`config.mk`:
```
export PLATFORM = sky130hd
export DESIGN_NAME = dirty_rect_collision_extents
export DESIGN_NICKNAME = d
export VERILOG_FILES = /design/src/sv/drce_pkg.sv /design/src/sv/drce_rect_mem.sv /design/src/sv/drce_scan.sv /design/src/sv/dirty_rect_collision_extents.sv
export SDC_FILE = /design/constraint.sdc
export NUM_CORES = 1
export LEC_CHECK = 0
export BUFFER_PORTS_ARGS = -buffer_cell sky130_fd_sc_hd__buf_4
export CORE_MARGIN = 10
export CORE_UTILIZATION = 45
export CTS_BUF_LIST = sky130_fd_sc_hd__clkbuf_2
export DETAILED_ROUTE_END_ITERATION = 6
export PLACE_DENSITY = 0.65
export SLEW_MARGIN = 0
export SYNTH_ARGS = -nofsm -noshare
export SYNTH_HDL_FRONTEND = slang
export SYNTH_SLANG_ARGS = --single-unit
```
`constraint.sdc`:
```
create_clock -name clk -period 6.8 [get_ports clk]
set_input_delay 0 -clock clk [delete_from_list [all_inputs] [get_ports clk]]
set_output_delay 0 -clock clk [all_outputs]
set_load 0.01 [all_outputs]
```
`src/sv/drce_pkg.sv`:
```
// shared types and constants for the rectangle collision extents block
// depends on nothing; imported by every module of the block
package drce_pkg;

	// default sizing, handed down from the top level parameters
	localparam int MAX_RECTS_DEF  = 8;
	localparam int COORD_BITS_DEF = 12;

	// fixed port field widths
	localparam int IN_COORD_W  = 12;
	localparam int OUT_COORD_W = 12;
	localparam int OUT_SPAN_W  = 13;
	localparam int IDX_W       = 3;

	// at most this many results per batch
	localparam int RESULT_LIMIT = 8;
	localparam int RES_CNT_W    = $clog2(RESULT_LIMIT + 1);

	// one result word as it leaves the block
	typedef struct packed {
		logic                   overflow;
		logic                   has_extent;
		logic [IDX_W-1:0]       source_index;
		logic [OUT_COORD_W-1:0] ext_x;
		logic [OUT_COORD_W-1:0] ext_y;
		logic [OUT_SPAN_W-1:0]  ext_w;
		logic [OUT_SPAN_W-1:0]  ext_h;
		logic                   last_result;
	} result_t;

endpackage

```
`src/sv/drce_rect_mem.sv`:
```
// rectangle store: one write port, one read port, registered read data
// depends on drce_pkg
module drce_rect_mem
	import drce_pkg::*;
#(
	parameter int DEPTH  = MAX_RECTS_DEF,
	parameter int WIDTH  = 4 * COORD_BITS_DEF,
	localparam int AW    = $clog2(DEPTH)
) (
	input  logic             clk,
	input  logic             we,
	input  logic [AW-1:0]    waddr,
	input  logic [WIDTH-1:0] wdata,
	input  logic [AW-1:0]    raddr,
	output logic [WIDTH-1:0] rdata
);

	logic [WIDTH-1:0] mem [DEPTH];

	// write, and registered read of the addressed entry
	always_ff @(posedge clk) begin
		if (we) begin
			mem[waddr] <= wdata;
		end
		rdata <= mem[raddr];
	end

endmodule

```
`src/sv/drce_scan.sv`:
```
// pairwise collision scan over the rectangle store and result output register
// depends on drce_pkg; drives the read port of drce_rect_mem
module drce_scan
	import drce_pkg::*;
#(
	parameter int MAX_RECTS  = MAX_RECTS_DEF,
	parameter int COORD_BITS = COORD_BITS_DEF,
	localparam int AW        = $clog2(MAX_RECTS),
	localparam int CW        = $clog2(MAX_RECTS + 1),
	localparam int CB        = COORD_BITS
) (
	input  logic          clk,
	input  logic          arst_n,
	// batch start from the load side
	input  logic          go,
	input  logic [CW-1:0] go_count,
	input  logic          go_dropped,
	output logic          done,
	// store read port
	output logic [AW-1:0] raddr,
	input  logic [4*CB-1:0] rdata,
	// result stream
	output logic          m_axis_tvalid,
	input  logic          m_axis_tready,
	output logic [55:0]   m_axis_tdata, // source_index, ext_x, ext_y, ext_w, ext_h, zero pad
	output logic [1:0]    m_axis_tuser, // has_extent, overflow
	output logic          m_axis_tlast
);

	typedef enum logic [5:0] {
		S_IDLE  = 6'b000001,
		S_RD_A  = 6'b000010,
		S_LD_A  = 6'b000100,
		S_CMP   = 6'b001000,
		S_EMIT  = 6'b010000,
		S_FLUSH = 6'b100000
	} state_t;

	state_t state_q;

	logic [AW-1:0]        i_q;
	logic [AW-1:0]        j_q;
	logic [AW-1:0]        last_idx_q;
	logic                 ovf_q;
	logic [RES_CNT_W-1:0] n_q;
	logic                 any_q;

	// rectangle i and its running extent
	logic [CB-1:0] ax_q, ay_q;
	logic [CB:0]   ahx_q, ahy_q;
	logic [CB-1:0] lo_x_q, lo_y_q;
	logic [CB:0]   hi_x_q, hi_y_q;

	result_t pend_q;
	logic    pend_vld_q;
	result_t out_q;
	logic    out_vld_q;

	logic          out_free;
	logic          out_load;
	logic [CB-1:0] bx, by, bw, bh;
	logic [CB:0]   bhx, bhy;
	logic [CB-1:0] top;
	logic [CB:0]   bot;
	logic          hit;
	logic          j_last;
	result_t       new_res;
	result_t       null_res;
	result_t       pend_last;

	assign out_free = !out_vld_q || m_axis_tready;

	// a word enters the output register this cycle
	assign out_load = ((state_q == S_EMIT) && any_q && pend_vld_q && out_free)
		|| ((state_q == S_FLUSH) && out_free);

	// split the stored word read back (rectangle i in S_LD_A, rectangle j in S_CMP)
	assign bx  = rdata[CB-1:0];
	assign by  = rdata[2*CB-1:CB];
	assign bw  = rdata[3*CB-1:2*CB];
	assign bh  = rdata[4*CB-1:3*CB];
	assign bhx = {1'b0, bx} + {1'b0, bw};
	assign bhy = {1'b0, by} + {1'b0, bh};

	// collision test of j against i
	assign top = (ay_q > by) ? ay_q : by;
	assign bot = (ahy_q < bhy) ? ahy_q : bhy;
	assign hit = (bx >= ax_q) && ({1'b0, bx} < ahx_q) && ({1'b0, top} < bot)
		&& (j_q != i_q);

	assign j_last = (j_q == last_idx_q);

	// read address follows the scan position
	always_comb begin
		raddr = '0;
		unique case (state_q)
			S_RD_A:  raddr = i_q;
			S_CMP:   raddr = j_last ? '0 : AW'(j_q + 1'b1);
			default: raddr = '0;
		endcase
	end

	// result words for a found extent, the final pending word and an empty batch
	always_comb begin
		new_res              = '0;
		new_res.overflow     = ovf_q;
		new_res.has_extent   = 1'b1;
		new_res.source_index = IDX_W'(i_q);
		new_res.ext_x        = OUT_COORD_W'(lo_x_q);
		new_res.ext_y        = OUT_COORD_W'(lo_y_q);
		new_res.ext_w        = OUT_SPAN_W'(hi_x_q - {1'b0, lo_x_q});
		new_res.ext_h        = OUT_SPAN_W'(hi_y_q - {1'b0, lo_y_q});
		pend_last             = pend_q;
		pend_last.last_result = 1'b1;
		null_res             = '0;
		null_res.overflow    = ovf_q;
		null_res.last_result = 1'b1;
	end

	assign done = (state_q == S_FLUSH) && out_free;

	// scan sequencer
	always_ff @(posedge clk or negedge arst_n) begin
		if (!arst_n) begin
			state_q    <= S_IDLE;
			i_q        <= '0;
			j_q        <= '0;
			last_idx_q <= '0;
			ovf_q      <= 1'b0;
			n_q        <= '0;
			any_q      <= 1'b0;
			pend_vld_q <= 1'b0;
			out_vld_q  <= 1'b0;
		end else begin
			if (out_load) begin
				out_vld_q <= 1'b1;
			end else if (m_axis_tready) begin
				out_vld_q <= 1'b0;
			end
			unique case (state_q)
				S_IDLE: begin
					if (go) begin
						i_q        <= '0;
						last_idx_q <= AW'(go_count - 1'b1);
						ovf_q      <= go_dropped;
						n_q        <= '0;
						state_q    <= S_RD_A;
					end
				end
				S_RD_A: begin
					state_q <= S_LD_A;
				end
				S_LD_A: begin
					j_q     <= '0;
					any_q   <= 1'b0;
					state_q <= S_CMP;
				end
				S_CMP: begin
					if (hit) begin
						any_q <= 1'b1;
					end
					if (j_last) begin
						state_q <= S_EMIT;
					end else begin
						j_q <= AW'(j_q + 1'b1);
					end
				end
				S_EMIT: begin
					if (!any_q || !pend_vld_q || out_free) begin
						if (any_q) begin
							pend_vld_q <= 1'b1;
							n_q        <= RES_CNT_W'(n_q + 1'b1);
						end
						if ((any_q && (n_q == RES_CNT_W'(RESULT_LIMIT - 1)))
							|| (i_q == last_idx_q)) begin
							state_q <= S_FLUSH;
						end else begin
							i_q     <= AW'(i_q + 1'b1);
							state_q <= S_RD_A;
						end
					end
				end
				S_FLUSH: begin
					if (out_free) begin
						pend_vld_q <= 1'b0;
						state_q    <= S_IDLE;
					end
				end
				default: state_q <= S_IDLE;
			endcase
		end
	end

	// extent datapath and result registers
	always_ff @(posedge clk) begin
		unique case (state_q)
			S_LD_A: begin
				ax_q   <= bx;
				ay_q   <= by;
				ahx_q  <= bhx;
				ahy_q  <= bhy;
				lo_x_q <= bx;
				lo_y_q <= by;
				hi_x_q <= bhx;
				hi_y_q <= bhy;
			end
			S_CMP: begin
				if (hit) begin
					if (bx < lo_x_q) lo_x_q <= bx;
					if (by < lo_y_q) lo_y_q <= by;
					if (bhx > hi_x_q) hi_x_q <= bhx;
					if (bhy > hi_y_q) hi_y_q <= bhy;
				end
			end
			S_EMIT: begin
				if (any_q && (!pend_vld_q || out_free)) begin
					if (pend_vld_q) begin
						out_q <= pend_q;
					end
					pend_q <= new_res;
				end
			end
			S_FLUSH: begin
				if (out_free) begin
					if (pend_vld_q) begin
						out_q <= pend_last;
					end else begin
						out_q <= null_res;
					end
				end
			end
			default: ;
		endcase
	end

	// output word
	assign m_axis_tvalid = out_vld_q;
	assign m_axis_tdata  = {3'b000, out_q.ext_h, out_q.ext_w, out_q.ext_y, out_q.ext_x,
		out_q.source_index};
	assign m_axis_tuser  = {out_q.overflow, out_q.has_extent};
	assign m_axis_tlast  = out_q.last_result;

endmodule

```
`src/sv/dirty_rect_collision_extents.sv`:
```
// Loading: one rectangle word per cycle while tready is high, into the next free entry.
// After the batch end word tready stays low while the scan runs over the n stored
// rectangles (read i, load i, n compares, emit), longer while the output holds words back.
// The last result word turns valid as tready returns and may still wait there.
// arst_n clears counts, flags and the sequencer; the store is not cleared.
// Depends on drce_pkg, drce_rect_mem and drce_scan.
module dirty_rect_collision_extents
	import drce_pkg::*;
#(
	parameter int MAX_RECTS  = MAX_RECTS_DEF,
	parameter int COORD_BITS = COORD_BITS_DEF
) (
	input  logic        clk,
	input  logic        arst_n,
	input  logic        s_axis_tvalid,
	output logic        s_axis_tready,
	input  logic [47:0] s_axis_tdata, // rect_x, rect_y, rect_w, rect_h
	input  logic        s_axis_tlast,
	output logic        m_axis_tvalid,
	input  logic        m_axis_tready,
	output logic [55:0] m_axis_tdata, // source_index, ext_x, ext_y, ext_w, ext_h, zero pad
	output logic [1:0]  m_axis_tuser, // has_extent, overflow
	output logic        m_axis_tlast
);

	localparam int AW = $clog2(MAX_RECTS);
	localparam int CW = $clog2(MAX_RECTS + 1);
	localparam int CB = COORD_BITS;

	logic [CW-1:0]   count_q;
	logic            dropped_q;
	logic            busy_q;
	logic            accept;
	logic            store_en;
	logic            go;
	logic [CW-1:0]   go_count;
	logic            go_dropped;
	logic            done;
	logic [4*CB-1:0] wdata;
	logic [AW-1:0]   raddr;
	logic [4*CB-1:0] rdata;

	assign s_axis_tready = !busy_q;
	assign accept        = s_axis_tvalid && s_axis_tready;
	assign store_en      = accept && (count_q < CW'(MAX_RECTS));
	assign go            = accept && s_axis_tlast;
	assign go_count      = store_en ? CW'(count_q + 1'b1) : count_q;
	assign go_dropped    = dropped_q || !store_en;

	// coordinates taken modulo the coordinate width
	assign wdata = {CB'(s_axis_tdata[4*IN_COORD_W-1:3*IN_COORD_W]),
		CB'(s_axis_tdata[3*IN_COORD_W-1:2*IN_COORD_W]),
		CB'(s_axis_tdata[2*IN_COORD_W-1:IN_COORD_W]),
		CB'(s_axis_tdata[IN_COORD_W-1:0])};

	// load count, drop flag and busy
	always_ff @(posedge clk or negedge arst_n) begin
		if (!arst_n) begin
			count_q   <= '0;
			dropped_q <= 1'b0;
			busy_q    <= 1'b0;
		end else begin
			if (go) begin
				count_q   <= '0;
				dropped_q <= 1'b0;
				busy_q    <= 1'b1;
			end else if (accept) begin
				if (store_en) begin
					count_q <= CW'(count_q + 1'b1);
				end else begin
					dropped_q <= 1'b1;
				end
			end
			if (done) begin
				busy_q <= 1'b0;
			end
		end
	end

	drce_rect_mem #(
		.DEPTH (MAX_RECTS),
		.WIDTH (4 * CB)
	) u_mem (
		.clk   (clk),
		.we    (store_en),
		.waddr (count_q[AW-1:0]),
		.wdata (wdata),
		.raddr (raddr),
		.rdata (rdata)
	);

	drce_scan #(
		.MAX_RECTS  (MAX_RECTS),
		.COORD_BITS (COORD_BITS)
	) u_scan (
		.clk           (clk),
		.arst_n        (arst_n),
		.go            (go),
		.go_count      (go_count),
		.go_dropped    (go_dropped),
		.done          (done),
		.raddr         (raddr),
		.rdata         (rdata),
		.m_axis_tvalid (m_axis_tvalid),
		.m_axis_tready (m_axis_tready),
		.m_axis_tdata  (m_axis_tdata),
		.m_axis_tuser  (m_axis_tuser),
		.m_axis_tlast  (m_axis_tlast)
	);

endmodule
```
==> results.md <==
* Max-cap violations at 0
* Crit. Startpoint: u_mem.rdata[12]
* Total Power at 8.445 mW
* Hold path cells at 3
* Setup crit start kind: flip-flop
* Router iterations before antenna repair at 5
* Row count at 93
* Number of flops mapped to enable cells by yosys at 594
* Largest net degree at the start of global routing at 193
* Vias in the first global route at 19.10k
* Clock Root Buffer: clkbuf_2
* CP peak stage delay at 0.41 ns
* Fraction of layout cells with a size suffix above 1 at 15.83%
* Leak at 13.36 nW
* I/O pin count at 114
* Hold slack at 0.1503 ns
* Final worst-path cycle share at 94.71%
* Die X at 274.2 um
* Sequential area share after synthesis at 67.17%
* Post-Synthesis Cells at 2310
* DR iter-0 viols at 1270
* RD Place Congestion at 0.8273
* # H-tree levels at 4
* Clk sinks at 671
* Top_reg_cell synth: edfxtp_1
* Setup WS pre-CTS at 0.2561 ns
* Max Transition Viols Final at 0
* Wirelength per Cell at 17.51 um
* Overall Global Routing Usage at 17.19%
* Core Util, Final at 52.77%
* Flops & latches, synth at 671
* HPWL after DPL at 39230 um
* Final setup fails at 0
* CP arrival at 7.48 ns
* CP max stage cell: dfxtp_4
* Netlist cell types at 80
* R2R Setup Slk at 0.36 ns
* Layout area overhead at 16.60%
* Buffers on Ports at 110
* Post-route antenna net violation count at 0
* R2R cell count at 30
* Fillers at 5498
* Synthesized area at 29070 um2
* Power Dens Cells at 249.2 nW/um2
* Grt total ovfl at 0
* Clk_lat worst skew at 1.39 ns
* Post-Route WL at 64360 um
* Crit Reg-Reg Endpoint: u_scan.hi_y_q[10]
* CTS tree: done
* Worst Setup End Kind: flip-flop
* Synth async-reset ratio at 4.322%
* WHS Endpoint: u_mem.mem[4][47]
* Tmin final at 6.440 ns
* Die height at 274.2 um
* First-pass GRT wire length at 101100 um
* Crit Path Max Fanout at 7
* DR DRC count at 0
* Dominant cell type by area after synthesis: edfxtp_1
* Clk buf depth at 3
* Core area at 64230 um2
* Layout Cells excl Fill at 3675
* Slew @ Worst Pin at 1.129 ns
* Die ar. at 75160 um2
* Setup TNS Final at 0 ns
* WP data required at 7.84 ns
* Post-placement cell area at 30860 um2
* Worst hold start: s_axis_tdata[47]
* Final Hold Viols at 0
* Area share of the largest cell type after synthesis at 61.36%
* # nets final at 2891
* Initial antenna violation count at 8
* Peak supply drop at 0.0001582 V
* Syn Area/Cell at 12.58 um2
* Status: finished clean
* Synth area leaders: edfxtp_1 (61%), ha_1 (6.6%), nand2_1 (6.1%)
* Setup ws final at 0.3598 ns
* Routed via count at 18.84k
* Fmax at 155.3 MHz
* Final instance area at 33890 um2
* WS Path Type: flip-flop to flip-flop
* Fin Clk Skew at 0.07777 ns
* Via density at 5.127
* DP Cell Count at 3217
* Rel. slew slack at 24.59%
* Reg clk slew, reported paths at 0.10 ns
* Min-delay worst type: primary input to flip-flop
* Warnings, synthesis at 0
* Cts bufs inserted at 166
* Critical R2R Launch: u_mem.rdata[12]
* Starting density of the core at 45.25%
[layout by cell type, fill, tap and decap left out, types with 41 or more instances in the layout]
cell type      synthesis  routed
nor2b_1               71      70
nand2_1              473     473
a21oi_1               42      41
nand3_1              261     261
buf_4                  3     139
nor2_1                55      49
ha_1                 154     154
clkbuf_2               0     227
o21ai_0               51      51
dlygate4sd3_1          0     145
dfxtp_1               48      46
inv_1                124     123
edfxtp_1             594     594
o21ai_1               58      57
clkinv_1               0      53
[where the power goes]
| group | total [mW] | switching [mW] | internal, mW |
|---|---|---|---|
| combinational | 1.10 | 0.617 | 0.485 |
| clock | 2.59 | 1.64 | 0.945 |
| sequential | 4.75 | 0.122 | 4.63 |
[flip-flops by register name, indices dropped and copies added, names as in the netlist, 2 cells and up]
| name | cells |
|---|---|
| u_scan.ax_q | 12 |
| u_scan.hi_y_q | 13 |
| u_scan.m_axis_tuser | 2 |
| u_mem.rdata | 48 |
| u_scan.m_axis_tdata | 53 |
| u_scan.last_idx_q | 3 |
| u_scan.n_q | 4 |
| u_scan.ay_q | 12 |
| u_scan.i_q | 3 |
| u_scan.hi_x_q | 13 |
| u_scan.pend_last | 54 |
| u_scan.ahy_q | 13 |
| u_scan.lo_x_q | 12 |
| u_scan.lo_y_q | 12 |
| u_mem.mem | 384 |
| u_scan.j_q | 3 |
| count_q | 4 |
| u_scan.ahx_q | 13 |
| u_scan.state_q | 6 |
[cells by family (layout without fill, tap and decap cells)]
logic type / Yosys count / after routing / synth area share [%]
DFF: 671 / 671 / 67.17
and+or+nand+nor: 928 / 928 / 14.54
buffers and inverters: 213 / 718 / 3.125
AOI/OAI and AO/OA: 263 / 263 / 5.768
other: 1 / 6 / 0.01290
adders and majority gates: 160 / 160 / 6.973
xor gates and xnor gates: 49 / 49 / 1.476
muxes: 25 / 25 / 0.9341
[worst max path at each step]
stage                        endpoint  slack, ns  cells past startpoint
floorplan            u_scan.hi_y_q[0]       0.59                     28
global placement     u_scan.hi_y_q[5]       0.49                     31
detailed placement   u_scan.hi_y_q[9]       0.26                     29
CTS                  u_scan.hi_y_q[3]       0.19                     31
global route        u_scan.hi_y_q[11]     -0.004                     30
finish              u_scan.hi_y_q[10]       0.36                     30
[worst max-delay path, delay by kind of cell (launching register included)]
kind                     cells  cell delay [ns]
adder cells (fa/ha/maj)      4             1.17
XOR/XNOR                     1             0.25
AO/OA/AOI/OAI               13             2.36
flip-flops                   1             0.41
multiplexers                 2             0.57
AND/OR/NAND/NOR              5             0.76
buffers and inverters        5             0.64
[metal layers]
metal / global-route usage (%) / vias to the layer above / share of wire [%]
met5: 0 / - / 0.056
met4: 7.042 / 8 / 2.6
met3: 4.678 / 130 / 6.6
met2: 28.29 / 549 / 48
met1: 21.18 / 9009 / 42
li1: - / 9146 / -
[Yosys cell counts (all sizes together) (35+ instances only)]
| library cell | instances |
|---|---|
| a21oi | 43 |
| buf | 53 |
| clkbuf | 35 |
| dfxtp | 48 |
| edfxtp | 594 |
| ha | 154 |
| inv | 125 |
| nand2 | 473 |
| nand3 | 261 |
| nor2 | 55 |
| nor2b | 71 |
| o21ai | 109 |
| xnor2 | 37 |
[layout make-up]
type	count	area, um2	area share, %
Multi-Input combinational cell	1428	8742	25.79
Sequential cell	671	19530	57.62
Clock buffer	227	1136	3.352
Timing Repair Buffer	288	2566	7.572
Clock inverter	78	371.6	1.096
Antenna cell	3	7.507	0.02215
Inverter	125	469.2	1.384
Tap cell	855	1070	3.156
[timing repair]
item	CTS	global route
gates resized for setup	0	8
hold endpoints to repair	930	0
setup endpoints to repair	0	50
hold buffers	146	0
buffers inserted	0	3
No activity file was read; power rests on OpenSTA's default activity.
